==> src/rtl/assert_macros.svh <==
// ----------------------------------------------------------------------------
// assert_macros.svh
// shared concurrent assertion macros for the rtl
// ----------------------------------------------------------------------------
`ifndef ASSERT_MACROS_SVH
`define ASSERT_MACROS_SVH

// cons must hold whenever ante holds, outside reset
`define ASSERT_IMPL(lbl, clk, rst_n, ante, cons) \
    lbl: assert property (@(posedge clk) disable iff (!(rst_n)) (ante) |-> (cons)) \
        else $error("assertion failed: implication violated");

// expr must never be true, outside reset
`define ASSERT_NEVER(lbl, clk, rst_n, expr) \
    lbl: assert property (@(posedge clk) disable iff (!(rst_n)) !(expr)) \
        else $error("assertion failed: forbidden condition seen");

`endif

==> src/rtl/scma_pkg.sv <==
// ----------------------------------------------------------------------------
// scma_pkg
// constants, types and helpers of the sparse coordinate merge-add unit
// ----------------------------------------------------------------------------
package scma_pkg;

    localparam int MAX_MODES  = 4;
    localparam int INDEX_BITS = 32;
    localparam int VALUE_BITS = 32;
    localparam int MODE_BITS  = 3;

    // stream beat: indices from mode 0 up, then the value, padded to bytes
    localparam int PAYLOAD_BITS = MAX_MODES * INDEX_BITS + VALUE_BITS;
    localparam int DATA_BITS    = ((PAYLOAD_BITS + 7) / 8) * 8;
    localparam int VALUE_LSB    = MAX_MODES * INDEX_BITS;

    // result tuser bit positions
    localparam int OUT_USER_BITS  = 3;
    localparam int USER_HAS_ELEM  = 0;
    localparam int USER_NEXT_SRC  = 1;
    localparam int USER_PROTO_ERR = 2;

    // stream select codes
    localparam logic SRC_FIRST  = 1'b0;
    localparam logic SRC_SECOND = 1'b1;

    // configuration
    localparam int                   APB_ADDR_BITS   = 3;
    localparam logic [MODE_BITS-1:0] MODES_RESET     = MODE_BITS'(1);
    localparam logic [MODE_BITS-1:0] MODES_MAX_CODE  = MODE_BITS'(MAX_MODES);
    localparam logic                 REG_ACTIVE_MODES = 1'b0;

    typedef logic        [INDEX_BITS-1:0] t_index;
    typedef logic signed [VALUE_BITS-1:0] t_value;
    typedef t_index                       t_coord [MAX_MODES];

    // zero acts as one, anything above the mode count acts as the mode count
    function automatic logic [MODE_BITS-1:0] clamp_modes(input logic [MODE_BITS-1:0] raw);
        logic [MODE_BITS-1:0] res;
        if (raw == '0) begin
            res = MODE_BITS'(1);
        end else if (raw > MODES_MAX_CODE) begin
            res = MODES_MAX_CODE;
        end else begin
            res = raw;
        end
        return res;
    endfunction

    function automatic t_value sat_add(input t_value a, input t_value b);
        logic signed [VALUE_BITS:0] sum;
        t_value                     res;
        sum = {a[VALUE_BITS-1], a} + {b[VALUE_BITS-1], b};
        if (sum[VALUE_BITS] != sum[VALUE_BITS-1]) begin
            res = sum[VALUE_BITS] ? {1'b1, {(VALUE_BITS-1){1'b0}}}
                                  : {1'b0, {(VALUE_BITS-1){1'b1}}};
        end else begin
            res = sum[VALUE_BITS-1:0];
        end
        return res;
    endfunction

endpackage

==> src/rtl/sparse_coo_merge_add_unit.sv <==
// ----------------------------------------------------------------------------
// sparse_coo_merge_add_unit
// merge-add of two sorted coordinate streams into one sorted stream
// ----------------------------------------------------------------------------
// Both tensors come in on one input channel; tuser picks the stream and
// tlast marks its end beat, which carries no element. The block asks for the
// next beat on o_m_tuser[1] (next source); a beat from the other stream is
// answered with the error flag and dropped. Every accepted beat gives exactly
// one result beat: a merged element (smaller head, or the saturated sum on
// equal coordinates, zero values dropped) or an empty beat; tlast on the
// result marks the merge as done. active_modes (APB, address 0) sets how many
// index modes are compared; the user must write it only while the block is
// idle, and the block itself does not enforce this. An input beat enters the
// input register, then the head update, compare and add land in the result
// register. Throughput is one beat per cycle unless the receiver stalls, set
// by the head register update loop. When the receiver stalls, one more beat
// is taken into the input register, then o_s_tready drops until the result
// register drains. Reset clears both heads, the end flags and the request
// (first stream) and sets active_modes to 1; only reset starts a new merge.
// ----------------------------------------------------------------------------
`include "assert_macros.svh"

module sparse_coo_merge_add_unit (
    input  logic                                  i_clk,
    input  logic                                  i_rst_n,
    // input stream
    input  logic                                  i_s_tvalid,
    output logic                                  o_s_tready,
    input  logic [scma_pkg::DATA_BITS-1:0]        i_s_tdata,  // index_0..3, value
    input  logic                                  i_s_tuser,  // source
    input  logic                                  i_s_tlast,  // end of stream
    // result stream
    output logic                                  o_m_tvalid,
    input  logic                                  i_m_tready,
    output logic [scma_pkg::DATA_BITS-1:0]        o_m_tdata,  // index_0..3, value
    output logic [scma_pkg::OUT_USER_BITS-1:0]    o_m_tuser,  // has_element, next_source,
                                                              // protocol_error
    output logic                                  o_m_tlast,  // merge done
    // configuration
    input  logic                                  psel,
    input  logic                                  penable,
    input  logic                                  pwrite,
    input  logic [scma_pkg::APB_ADDR_BITS-1:0]    paddr,
    input  logic [31:0]                           pwdata,
    output logic [31:0]                           prdata,
    output logic                                  pready
);
    import scma_pkg::*;

    // configuration
    logic [MODE_BITS-1:0] r_active_modes;
    logic [MODE_BITS-1:0] modes;

    // input register
    logic   r_in_valid;
    logic   r_in_src;
    logic   r_in_end;
    t_coord r_in_idx;
    t_value r_in_val;

    // merge state
    logic   r_first_valid, r_second_valid;
    logic   r_first_ended, r_second_ended;
    logic   r_wanted;
    t_coord r_first_idx, r_second_idx;
    t_value r_first_val, r_second_val;

    logic   n_first_valid, n_second_valid;
    logic   n_first_ended, n_second_ended;
    logic   n_wanted;
    t_coord n_first_idx, n_second_idx;
    t_value n_first_val, n_second_val;

    // result register
    logic   r_out_valid;
    logic   r_out_has, r_out_done, r_out_next, r_out_err;
    t_coord r_out_idx;
    t_value r_out_val;

    logic   n_out_has, n_out_done, n_out_err;
    t_coord n_out_idx;
    t_value n_out_val;

    logic   fire;
    logic   done_now;
    logic   lt, gt;
    logic   pick_first, pick_second, pick_sum;
    t_value emit_val;

    assign fire       = r_in_valid && (!r_out_valid || i_m_tready);
    assign o_s_tready = !r_in_valid || fire;
    assign modes      = clamp_modes(r_active_modes);

    // ---------------- configuration port ----------------
    assign pready = 1'b1;

    always_ff @(posedge i_clk) begin
        if (!i_rst_n) begin
            r_active_modes <= MODES_RESET;
        end else if (psel && penable && pwrite && pready
                     && paddr[APB_ADDR_BITS-1] == REG_ACTIVE_MODES) begin
            r_active_modes <= pwdata[MODE_BITS-1:0];
        end
    end

    always_comb begin
        prdata = '0;
        if (paddr[APB_ADDR_BITS-1] == REG_ACTIVE_MODES) begin
            prdata[MODE_BITS-1:0] = r_active_modes;
        end
    end

    // ---------------- input register ----------------
    always_ff @(posedge i_clk) begin
        if (!i_rst_n) begin
            r_in_valid <= 1'b0;
        end else if (o_s_tready) begin
            r_in_valid <= i_s_tvalid;
        end
    end

    always_ff @(posedge i_clk) begin
        if (o_s_tready && i_s_tvalid) begin
            r_in_src <= i_s_tuser;
            r_in_end <= i_s_tlast;
            for (int m = 0; m < MAX_MODES; m++) begin
                r_in_idx[m] <= i_s_tdata[m*INDEX_BITS +: INDEX_BITS];
            end
            r_in_val <= i_s_tdata[VALUE_LSB +: VALUE_BITS];
        end
    end

    // ---------------- merge step ----------------
    always_comb begin
        n_first_valid  = r_first_valid;
        n_second_valid = r_second_valid;
        n_first_ended  = r_first_ended;
        n_second_ended = r_second_ended;
        n_first_idx    = r_first_idx;
        n_second_idx   = r_second_idx;
        n_first_val    = r_first_val;
        n_second_val   = r_second_val;
        n_wanted       = r_wanted;
        lt             = 1'b0;
        gt             = 1'b0;
        pick_first     = 1'b0;
        pick_second    = 1'b0;
        pick_sum       = 1'b0;
        emit_val       = '0;
        n_out_has      = 1'b0;
        n_out_idx      = '{default: '0};
        n_out_val      = '0;

        done_now  = r_first_ended && r_second_ended && !r_first_valid && !r_second_valid;
        n_out_err = done_now || (r_in_src != r_wanted);

        if (!n_out_err) begin
            // take the beat into its head
            if (r_in_end) begin
                if (r_in_src == SRC_SECOND) begin
                    n_second_ended = 1'b1;
                end else begin
                    n_first_ended = 1'b1;
                end
            end else if (r_in_src == SRC_SECOND) begin
                n_second_idx   = r_in_idx;
                n_second_val   = r_in_val;
                n_second_valid = 1'b1;
            end else begin
                n_first_idx   = r_in_idx;
                n_first_val   = r_in_val;
                n_first_valid = 1'b1;
            end

            // lexicographic compare, lower modes override, so mode 0 is most significant
            for (int m = MAX_MODES - 1; m >= 0; m--) begin
                if (m < int'(modes)) begin
                    if (n_first_idx[m] < n_second_idx[m]) begin
                        lt = 1'b1;
                        gt = 1'b0;
                    end else if (n_first_idx[m] > n_second_idx[m]) begin
                        lt = 1'b0;
                        gt = 1'b1;
                    end
                end
            end

            if (n_first_valid && n_second_valid) begin
                pick_first  = lt;
                pick_second = gt;
                pick_sum    = !lt && !gt;
            end else if (n_first_valid && n_second_ended) begin
                pick_first = 1'b1;
            end else if (n_second_valid && n_first_ended) begin
                pick_second = 1'b1;
            end

            if (pick_sum) begin
                emit_val = sat_add(n_first_val, n_second_val);
            end else if (pick_second) begin
                emit_val = n_second_val;
            end else if (pick_first) begin
                emit_val = n_first_val;
            end

            if (pick_first || pick_sum) begin
                n_first_valid = 1'b0;
            end
            if (pick_second || pick_sum) begin
                n_second_valid = 1'b0;
            end

            // zero elements are dropped
            n_out_has = emit_val != '0;
            if (n_out_has) begin
                n_out_val = emit_val;
                for (int m = 0; m < MAX_MODES; m++) begin
                    if (m < int'(modes)) begin
                        n_out_idx[m] = pick_second ? n_second_idx[m] : n_first_idx[m];
                    end
                end
            end

            if (!n_first_valid && !n_first_ended) begin
                n_wanted = SRC_FIRST;
            end else if (!n_second_valid && !n_second_ended) begin
                n_wanted = SRC_SECOND;
            end else begin
                n_wanted = SRC_FIRST;
            end
        end

        n_out_done = n_first_ended && n_second_ended && !n_first_valid && !n_second_valid;
    end

    always_ff @(posedge i_clk) begin
        if (!i_rst_n) begin
            r_first_valid  <= 1'b0;
            r_second_valid <= 1'b0;
            r_first_ended  <= 1'b0;
            r_second_ended <= 1'b0;
            r_wanted       <= SRC_FIRST;
        end else if (fire) begin
            r_first_valid  <= n_first_valid;
            r_second_valid <= n_second_valid;
            r_first_ended  <= n_first_ended;
            r_second_ended <= n_second_ended;
            r_wanted       <= n_wanted;
        end
    end

    always_ff @(posedge i_clk) begin
        if (fire) begin
            r_first_idx  <= n_first_idx;
            r_second_idx <= n_second_idx;
            r_first_val  <= n_first_val;
            r_second_val <= n_second_val;
        end
    end

    // ---------------- result register ----------------
    always_ff @(posedge i_clk) begin
        if (!i_rst_n) begin
            r_out_valid <= 1'b0;
        end else if (fire) begin
            r_out_valid <= 1'b1;
        end else if (i_m_tready) begin
            r_out_valid <= 1'b0;
        end
    end

    always_ff @(posedge i_clk) begin
        if (fire) begin
            r_out_has  <= n_out_has;
            r_out_idx  <= n_out_idx;
            r_out_val  <= n_out_val;
            r_out_done <= n_out_done;
            r_out_next <= n_wanted;
            r_out_err  <= n_out_err;
        end
    end

    assign o_m_tvalid = r_out_valid;
    assign o_m_tlast  = r_out_done;

    always_comb begin
        o_m_tdata = '0;
        for (int m = 0; m < MAX_MODES; m++) begin
            o_m_tdata[m*INDEX_BITS +: INDEX_BITS] = r_out_idx[m];
        end
        o_m_tdata[VALUE_LSB +: VALUE_BITS] = r_out_val;

        o_m_tuser                 = '0;
        o_m_tuser[USER_HAS_ELEM]  = r_out_has;
        o_m_tuser[USER_NEXT_SRC]  = r_out_next;
        o_m_tuser[USER_PROTO_ERR] = r_out_err;
    end

    // ---------------- assertions ----------------
    // after every step at most one head is left waiting
    `ASSERT_NEVER(a_one_head_held, i_clk, i_rst_n, r_first_valid && r_second_valid)
    // the second stream is asked for only while its head is empty and open
    `ASSERT_IMPL(a_want_second, i_clk, i_rst_n, r_wanted == SRC_SECOND,
                 !r_second_valid && !r_second_ended)
    // an emitted element never carries a zero value
    `ASSERT_IMPL(a_no_zero_elem, i_clk, i_rst_n, r_out_valid && r_out_has, r_out_val != '0)
    // an ignored beat leaves the end flags and the request untouched
    `ASSERT_IMPL(a_err_keeps_state, i_clk, i_rst_n, fire && n_out_err,
                 ##1 (r_first_ended == $past(r_first_ended)
                      && r_second_ended == $past(r_second_ended)
                      && r_wanted == $past(r_wanted)))

endmodule
==> config.mk <==
export PLATFORM = sky130hd
export DESIGN_NAME = sparse_coo_merge_add_unit
export DESIGN_NICKNAME = d
export VERILOG_FILES = /design/src/rtl/scma_pkg.sv /design/src/rtl/sparse_coo_merge_add_unit.sv
export VERILOG_INCLUDE_DIRS = /design/src /design/src/rtl
export SDC_FILE = /design/constraint.sdc
export NUM_CORES = 1
export LEC_CHECK = 0
export BUFFER_PORTS_ARGS = -buffer_cell sky130_fd_sc_hd__buf_2
export CAP_MARGIN = 20
export CORE_MARGIN = 2
export CORE_UTILIZATION = 53
export DETAILED_ROUTE_END_ITERATION = 7
export PLACE_DENSITY = 0.81
export SYNTH_ARGS = -nofsm -noshare
export SYNTH_HDL_FRONTEND = slang
export SYNTH_SLANG_ARGS = --single-unit
==> constraint.sdc <==
create_clock -name i_clk -period 10.8 [get_ports i_clk]
set_input_delay 0.54 -clock i_clk [delete_from_list [all_inputs] [get_ports i_clk]]
set_output_delay 0.54 -clock i_clk [all_outputs]
set_load 0.02 [all_outputs]
Word level (Yosys, flattened, before mapping)
Index checks and enable logic that the tools add are counted.
{ "op_classes": {"add_sub_neg": 1, "mul": 0, "div_mod_pow": 0, "n_lt_le_gt_ge": 13, "eq_ne": 2, "shifts": 0, "mux": 84, "bitwise": 7, "reduce_logical": 43} }
{ "op_table": {"columns": ["operator", "n"], "rows": [
  ["2-to-1 mux 128 bit", 6],
  ["2-to-1 mux 32 bit", 16],
  ["greater-than comparator 32 bit", 4],
  ["< comparator 32 bit", 4],
  ["2-to-1 mux 1 bit", 59],
  ["adder 32 x 32 -> 33 bit", 1],
  ["nonzero test 32 bit", 1],
  ["logical AND 1 bit", 17],
  ["logical NOT 1 bit", 12],
  ["OR reduction 3 bit", 4],
  ["2-to-1 mux 3 bit", 3],
  ["NOT 1 bit", 7],
  ["< comparator 1 x 3 -> 1 bit, first input constant", 2],
  ["< comparator 2 x 3 -> 1 bit, first input constant", 2],
  ["logical OR 1 bit", 5],
  ["greater-than comparator 3 bit, second input constant", 1],
  ["logical NOT 3 bit", 1],
  ["inequality test 1 bit", 2],
  ["AND reduction 2 bit", 1],
  ["nonzero test 2 bit", 1],
  ["OR reduction 2 bit", 1]
]} }
{ "word_totals": {"register_bits": 656, "latch_bits": 0, "ram_bits": 0, "rom_bits": 0, "input_bits": 204, "output_inout_bits": 199, "elab_cells": 184, "memories": 0} }

Longest topological paths before layout
{ "depth": {"depth_word": 31, "mapped_depth": 28, "depth_no_buf": 19} }

Worst setup path before layout
No wires, ideal clock.
{ "synth_timing": {"path_type": "input to register", "startpoint": "input i_m_tready", "endpoint": "register r_second_valid", "setup_time_ps": 122, "t_arrival_ps": 11731, "required_ps": 10678, "path_slack_ps": -1052, "cell_stages": 7, "path_buffers": 0, "cell_sequence": "nor2b_1 nand2b_1 inv_1 nand2_1 inv_1 o21ai_0 o211a_1"} }
{ "synth_between": {"elab_chain_cells": 2} }
{ "synth_rtl": {"columns": ["element", "line", "rtl"], "rows": [
  ["start, declared", "sparse_coo_merge_add_unit.sv:34", "input logic i_m_tready,"],
  ["logical OR 1 bit", "sparse_coo_merge_add_unit.sv:90", "assign fire = r_in_valid && (!r_out_valid || i_m_tready);"],
  ["logical AND 1 bit", "sparse_coo_merge_add_unit.sv:90", null],
  ["named net fire", "sparse_coo_merge_add_unit.sv:84", "logic fire;"],
  ["end signal, assigned", "sparse_coo_merge_add_unit.sv:245", "r_second_valid <= n_second_valid;"],
  ["end, declared", "sparse_coo_merge_add_unit.sv:62", "logic r_first_valid, r_second_valid;"]
]} }
The timed path passes the listed nets, and every way through them passes these cells.
A chain may end at the register's enable or synchronous reset.

Final worst setup path
{ "layout_timing": {"startpoint": "register r_in_end", "endpoint": "register r_out_idx, in the netlist o_m_tdata[28] (data pin)"} }
{ "layout_between": {"elab_chain_cells": 25, "word_cells_on_any_way": 76, "classes_between": "1 x add/sub; 8 x order compare; 1 x eq/ne; 57 x mux; 1 x bitwise; 8 x reduce/logical"} }
{ "layout_rtl": {"columns": ["element", "line", "rtl"], "rows": [
  ["start, declared", "sparse_coo_merge_add_unit.sv:57", "logic r_in_end;"],
  ["start signal, assigned", "sparse_coo_merge_add_unit.sv:125", "r_in_end <= i_s_tlast;"],
  ["2-to-1 mux 128 bit", "sparse_coo_merge_add_unit.sv:159", "if (r_in_end) begin"],
  ["2-to-1 mux 128 bit", "sparse_coo_merge_add_unit.sv:157", "if (!n_out_err) begin"],
  ["greater-than comparator 32 bit", "sparse_coo_merge_add_unit.sv:181", "end else if (n_first_idx[m] > n_second_idx[m]) begin"],
  ["2-to-1 mux 1 bit", "sparse_coo_merge_add_unit.sv:181", null],
  ["2-to-1 mux 1 bit", "sparse_coo_merge_add_unit.sv:178", "if (n_first_idx[m] < n_second_idx[m]) begin"],
  ["2-to-1 mux 1 bit", "sparse_coo_merge_add_unit.sv:177", "if (m < int'(modes)) begin"],
  ["2-to-1 mux 1 bit", "sparse_coo_merge_add_unit.sv:181", null],
  ["2-to-1 mux 1 bit", "sparse_coo_merge_add_unit.sv:178", null],
  ["(+9 left out)", null, null],
  ["logical AND 1 bit", "sparse_coo_merge_add_unit.sv:191", "pick_sum = !lt && !gt;"],
  ["2-to-1 mux 1 bit", "sparse_coo_merge_add_unit.sv:188", "if (n_first_valid && n_second_valid) begin"],
  ["2-to-1 mux 1 bit", "sparse_coo_merge_add_unit.sv:157", null],
  ["2-to-1 mux 32 bit", "sparse_coo_merge_add_unit.sv:198", "if (pick_sum) begin"],
  ["2-to-1 mux 32 bit", "sparse_coo_merge_add_unit.sv:157", null],
  ["nonzero test 32 bit", "sparse_coo_merge_add_unit.sv:214", "n_out_has = emit_val != '0;"],
  ["NOT 1 bit (no line)", null, null],
  ["OR reduction 3 bit (no line)", null, null],
  ["end signal, assigned", "sparse_coo_merge_add_unit.sv:275", "r_out_idx <= n_out_idx;"],
  ["end, declared", "sparse_coo_merge_add_unit.sv:77", "t_coord r_out_idx;"]
]} }
Parallel ways exist; a longest one is shown, timed or not. The select of a mux whose other input is x is not followed.

==> impl_metrics.env <==
export IMPL_outcome="finished, final reports clean"
export IMPL_timing_final_setup_violations=0
export IMPL_internal_power_w=0.00465
export IMPL_max_clock_freq_mhz=117
export IMPL_floorplan_initialDensity_pct=53.4
export IMPL_postRouteWirelength_mm=86.0
export IMPL_globalRouteOverflowTotal=0
export IMPL_boundaryPins=403
export IMPL_finalCritPeriodShare_pct=78.9
export IMPL_holdCritPathClass="in2reg"
export IMPL_ys_ff_latch=656
export IMPL_power_density_nw_per_um2=168
export IMPL_fp_dieArea_sq_um=63800
export IMPL_routabilityCongestion=0.941
export IMPL_num_rows=91
export IMPL_timing_hold_worst_endpoint="r_in_idx[113]"
export IMPL_worst_setup_path_type="reg2reg"
export IMPL_wl_per_cell_microns=23.0
export IMPL_combPwrFrac_pct=13.4
export IMPL_finalMaxSlewViolations=0
export IMPL_layout_filler_cells=4653
export IMPL_grt_antenna_before_repair=11
export IMPL_die_width_microns=253
export IMPL_cts_buffer_depth=3
export IMPL_wire_length_of_the_first_global_routing_pass_mm=129
export IMPL_dp_hpwl_mm=57.3
export IMPL_swShare_pct=26.0
export IMPL_leakage_nw=14.7
export IMPL_grt_setup_unrepaired="false"
export IMPL_rrSetupSlack_ps=2280
export IMPL_detailroute_via_count=22300
export IMPL_max_slew_worst_pin_slew_ps=1090
export IMPL_power_share_clock_pct=39.2
export IMPL_drv_max_cap_violation_count=0
export IMPL_yosysSeqAreaShare_pct=59.8
export IMPL_arrival_ps=8800
export IMPL_cts_buffers=71
export IMPL_rr_startpoint="r_in_end"
export IMPL_avg_vias_per_cell=5.95
export IMPL_whs_path_depth=1
export IMPL_clock_tree_root_cell="clkbuf_16"
export IMPL_relSlewSlack_pct=26.9
export IMPL_postSynthCellCount=2573
export IMPL_fin_worst_skew_ps=28.0
export IMPL_layout_min_cycle_time_ps=8520
export IMPL_cts_hold_buffers_added=0
export IMPL_drt_iter0_markers=1787
export IMPL_cp_start_kind="register"
export IMPL_nets=3257
export IMPL_seq_power_share_pct=47.4
export IMPL_cts_resized=0
export IMPL_yosysWarnings=0
export IMPL_fin_worst_hold_slack_ps=84.2
export IMPL_cp_required_ps=11080
export IMPL_tns_ps=0
export IMPL_grt_pass1_vias=22500
export IMPL_clkTransAtPathRegs_ps=60
export IMPL_async_reset_ff_share_pct=0
export IMPL_final_layout_size_suffix_gt1_share_pct=23.9
export IMPL_min_delay_start="i_s_tdata[17]"
export IMPL_flow_area_growth_from_synthesis_pct=14.3
export IMPL_synth_cell_area_sq_um=32800
export IMPL_grt_total_usage_pct=26.4
export IMPL_port_buffers=341
export IMPL_vdd_drop_max_mv=0.137
export IMPL_synthesis_area_per_instance_sq_um=12.7
export IMPL_core_sq_um=61400
export IMPL_drc=0
export IMPL_synthFlopType="edfxtp_1"
export IMPL_antenna_violating_nets_post_route=0
export IMPL_reg2regPathDepth=17
export IMPL_critical_path_reg2reg_endpoint="o_m_tdata[28]"
export IMPL_detail_route_first_pass_iterations=5
export IMPL_postCtsSetupRepairBufs=0
export IMPL_critical_path_endpoint_type="register"
export IMPL_synth_edf_count=646
export IMPL_synth_cell_types=88
export IMPL_total_switching_power_w=0.00163
export IMPL_clkLatencyLatePin_ps=630
export IMPL_timing_critical_path_fanout_max=45
export IMPL_cts_htree_levels=3
export IMPL_grt_start_max_net_pins=108
export IMPL_tritoncts="yes"
export IMPL_clkSinkCount=656
export IMPL_die_h_microns=253
export IMPL_timing_final_hold_violations=0
-- registers in the layout, indices dropped and copies added (netlist names), 3 cells and up --
register        cells
o_m_tdata         128
r_active_modes      3
r_first_idx       128
r_first_val        32
r_in_idx          128
r_in_val           32
r_out_val          32
r_second_idx      128
r_second_val       32
-- worst max path at each step --
stage	start	endpoint	slack [ps]	depth (start not counted)
after floorplan	i_m_tready	r_first_idx[0]	1940	5
after global placement	r_in_src	o_m_tdata[8]	2300	18
after CTS	r_in_end	o_m_tdata[8]	2190	18
after global routing	r_in_end	o_m_tdata[8]	1840	18
final	r_in_end	o_m_tdata[28]	2280	17
after detailed placement	r_in_end	o_m_tdata[25]	2290	18
-- power by group through the flow --
stage	registers (W)	clock network [W]	logic [W]
floorplan	0.00306	0	0.000552
global placement	0.00302	0	0.000808
detailed placement	0.00303	0	0.000826
CTS	0.00298	0.00249	0.000833
global route	0.00298	0.00259	0.000916
finish	0.00298	0.00246	0.000840
-- cells by family after synthesis --
| kind of cell | Yosys count | synth area share (%) |
|---|---|---|
| other | 2 | 0.0229 |
| flip-flops | 656 | 59.8 |
| buffers and inverters | 326 | 4.60 |
| XOR/XNOR | 25 | 0.668 |
| AO/OA/AOI/OAI | 463 | 9.55 |
| multiplexers | 303 | 9.81 |
| adder cells (fa/ha/maj) | 162 | 6.20 |
| AND/OR/NAND/NOR | 636 | 9.35 |
-- worst max-delay path: stages, from the launching register on --
cell and delay (ps):
edfxtp_1 550, nor2_4 900, buf_12 380, mux2_2 440, ha_1 410, a21oi_1 270, o21ai_0 180, a221oi_1 940
a211oi_1 240, a211o_1 460, nand2_1 620, o21ai_0 220, a21oi_1 410, nor4b_1 370, o2111ai_1 220, nor4_4 680
buf_4 620, a2111oi_0 180
-- metal layers --
metal	wire, microns	vias up	part of all wire [%]	track usage [%]
met1	34800	10900	40	34.7
met2	41800	927	49	43.8
li1	-	10200	-	-
met5	50	-	0.058	0
met3	6580	188	7.6	5.29
met4	2840	8	3.3	9.25
-- layout make-up --
type                            instances  area [sq um]  area share, %
Clock inverter                         43           500           1.34
Tap cell                              790           988           2.64
Sequential cell                       656         19600           52.3
Clock buffer                           86          1830           4.89
Inverter                              171           653           1.74
Antenna cell                            9          22.5         0.0601
Timing Repair Buffer                  373          2020           5.39
Multi-Input combinational cell       1619         11800           31.6
-- per-stage QoR --
stage / setup WS (ps) / total power, W / util, % / instance area [sq um] / cells
after CTS: 2190 / 0.00630 / 60.9 / 37400 / 3736
after floorplan: 1940 / 0.00361 / - / 32900 / 2601
after detailed placement: 2290 / 0.00385 / 57.1 / 35000 / 3607
after global placement: 2300 / 0.00383 / 57.1 / 35000 / 3607
final: 2280 / 0.00628 / 61.0 / 37400 / 3747
after global routing: 1840 / 0.00649 / 61.0 / 37400 / 3742
-- cell usage in the layout, fill, tap and decap left out, drive strengths merged, types with 19 or more instances in the layout --
| cell type | n |
|---|---|
| nand3 | 39 |
| conb | 30 |
| clkinv | 29 |
| mux2 | 142 |
| mux2i | 161 |
| a21oi | 122 |
| o21ai | 58 |
| nor3 | 19 |
| o211ai | 108 |
| clkbuf | 86 |
| nor2 | 202 |
| nand4 | 35 |
| ha | 160 |
| a2111oi | 36 |
| edfxtp | 646 |
| inv | 173 |
| buf | 373 |
| nand2 | 252 |
-- Yosys cell counts, types with 17 or more instances --
master | count | area (sq um)
mux2i_1 | 160 | 1600
edfxtp_1 | 646 | 19400
nor2_2 | 61 | 382
a2111oi_0 | 34 | 298
buf_4 | 35 | 263
mux2_2 | 142 | 1600
ha_1 | 160 | 2000
nand3_1 | 39 | 195
o21ai_0 | 55 | 275
nor2_1 | 141 | 529
nand2_1 | 252 | 946
inv_1 | 170 | 638
a22oi_1 | 17 | 128
o211ai_1 | 108 | 811
nand4_1 | 33 | 206
nor2b_1 | 17 | 106
a21o_1 | 17 | 128
clkbuf_1 | 90 | 338
a21oi_1 | 122 | 611
nor3_1 | 19 | 95.1
Power figures use the tool's default switching activity.
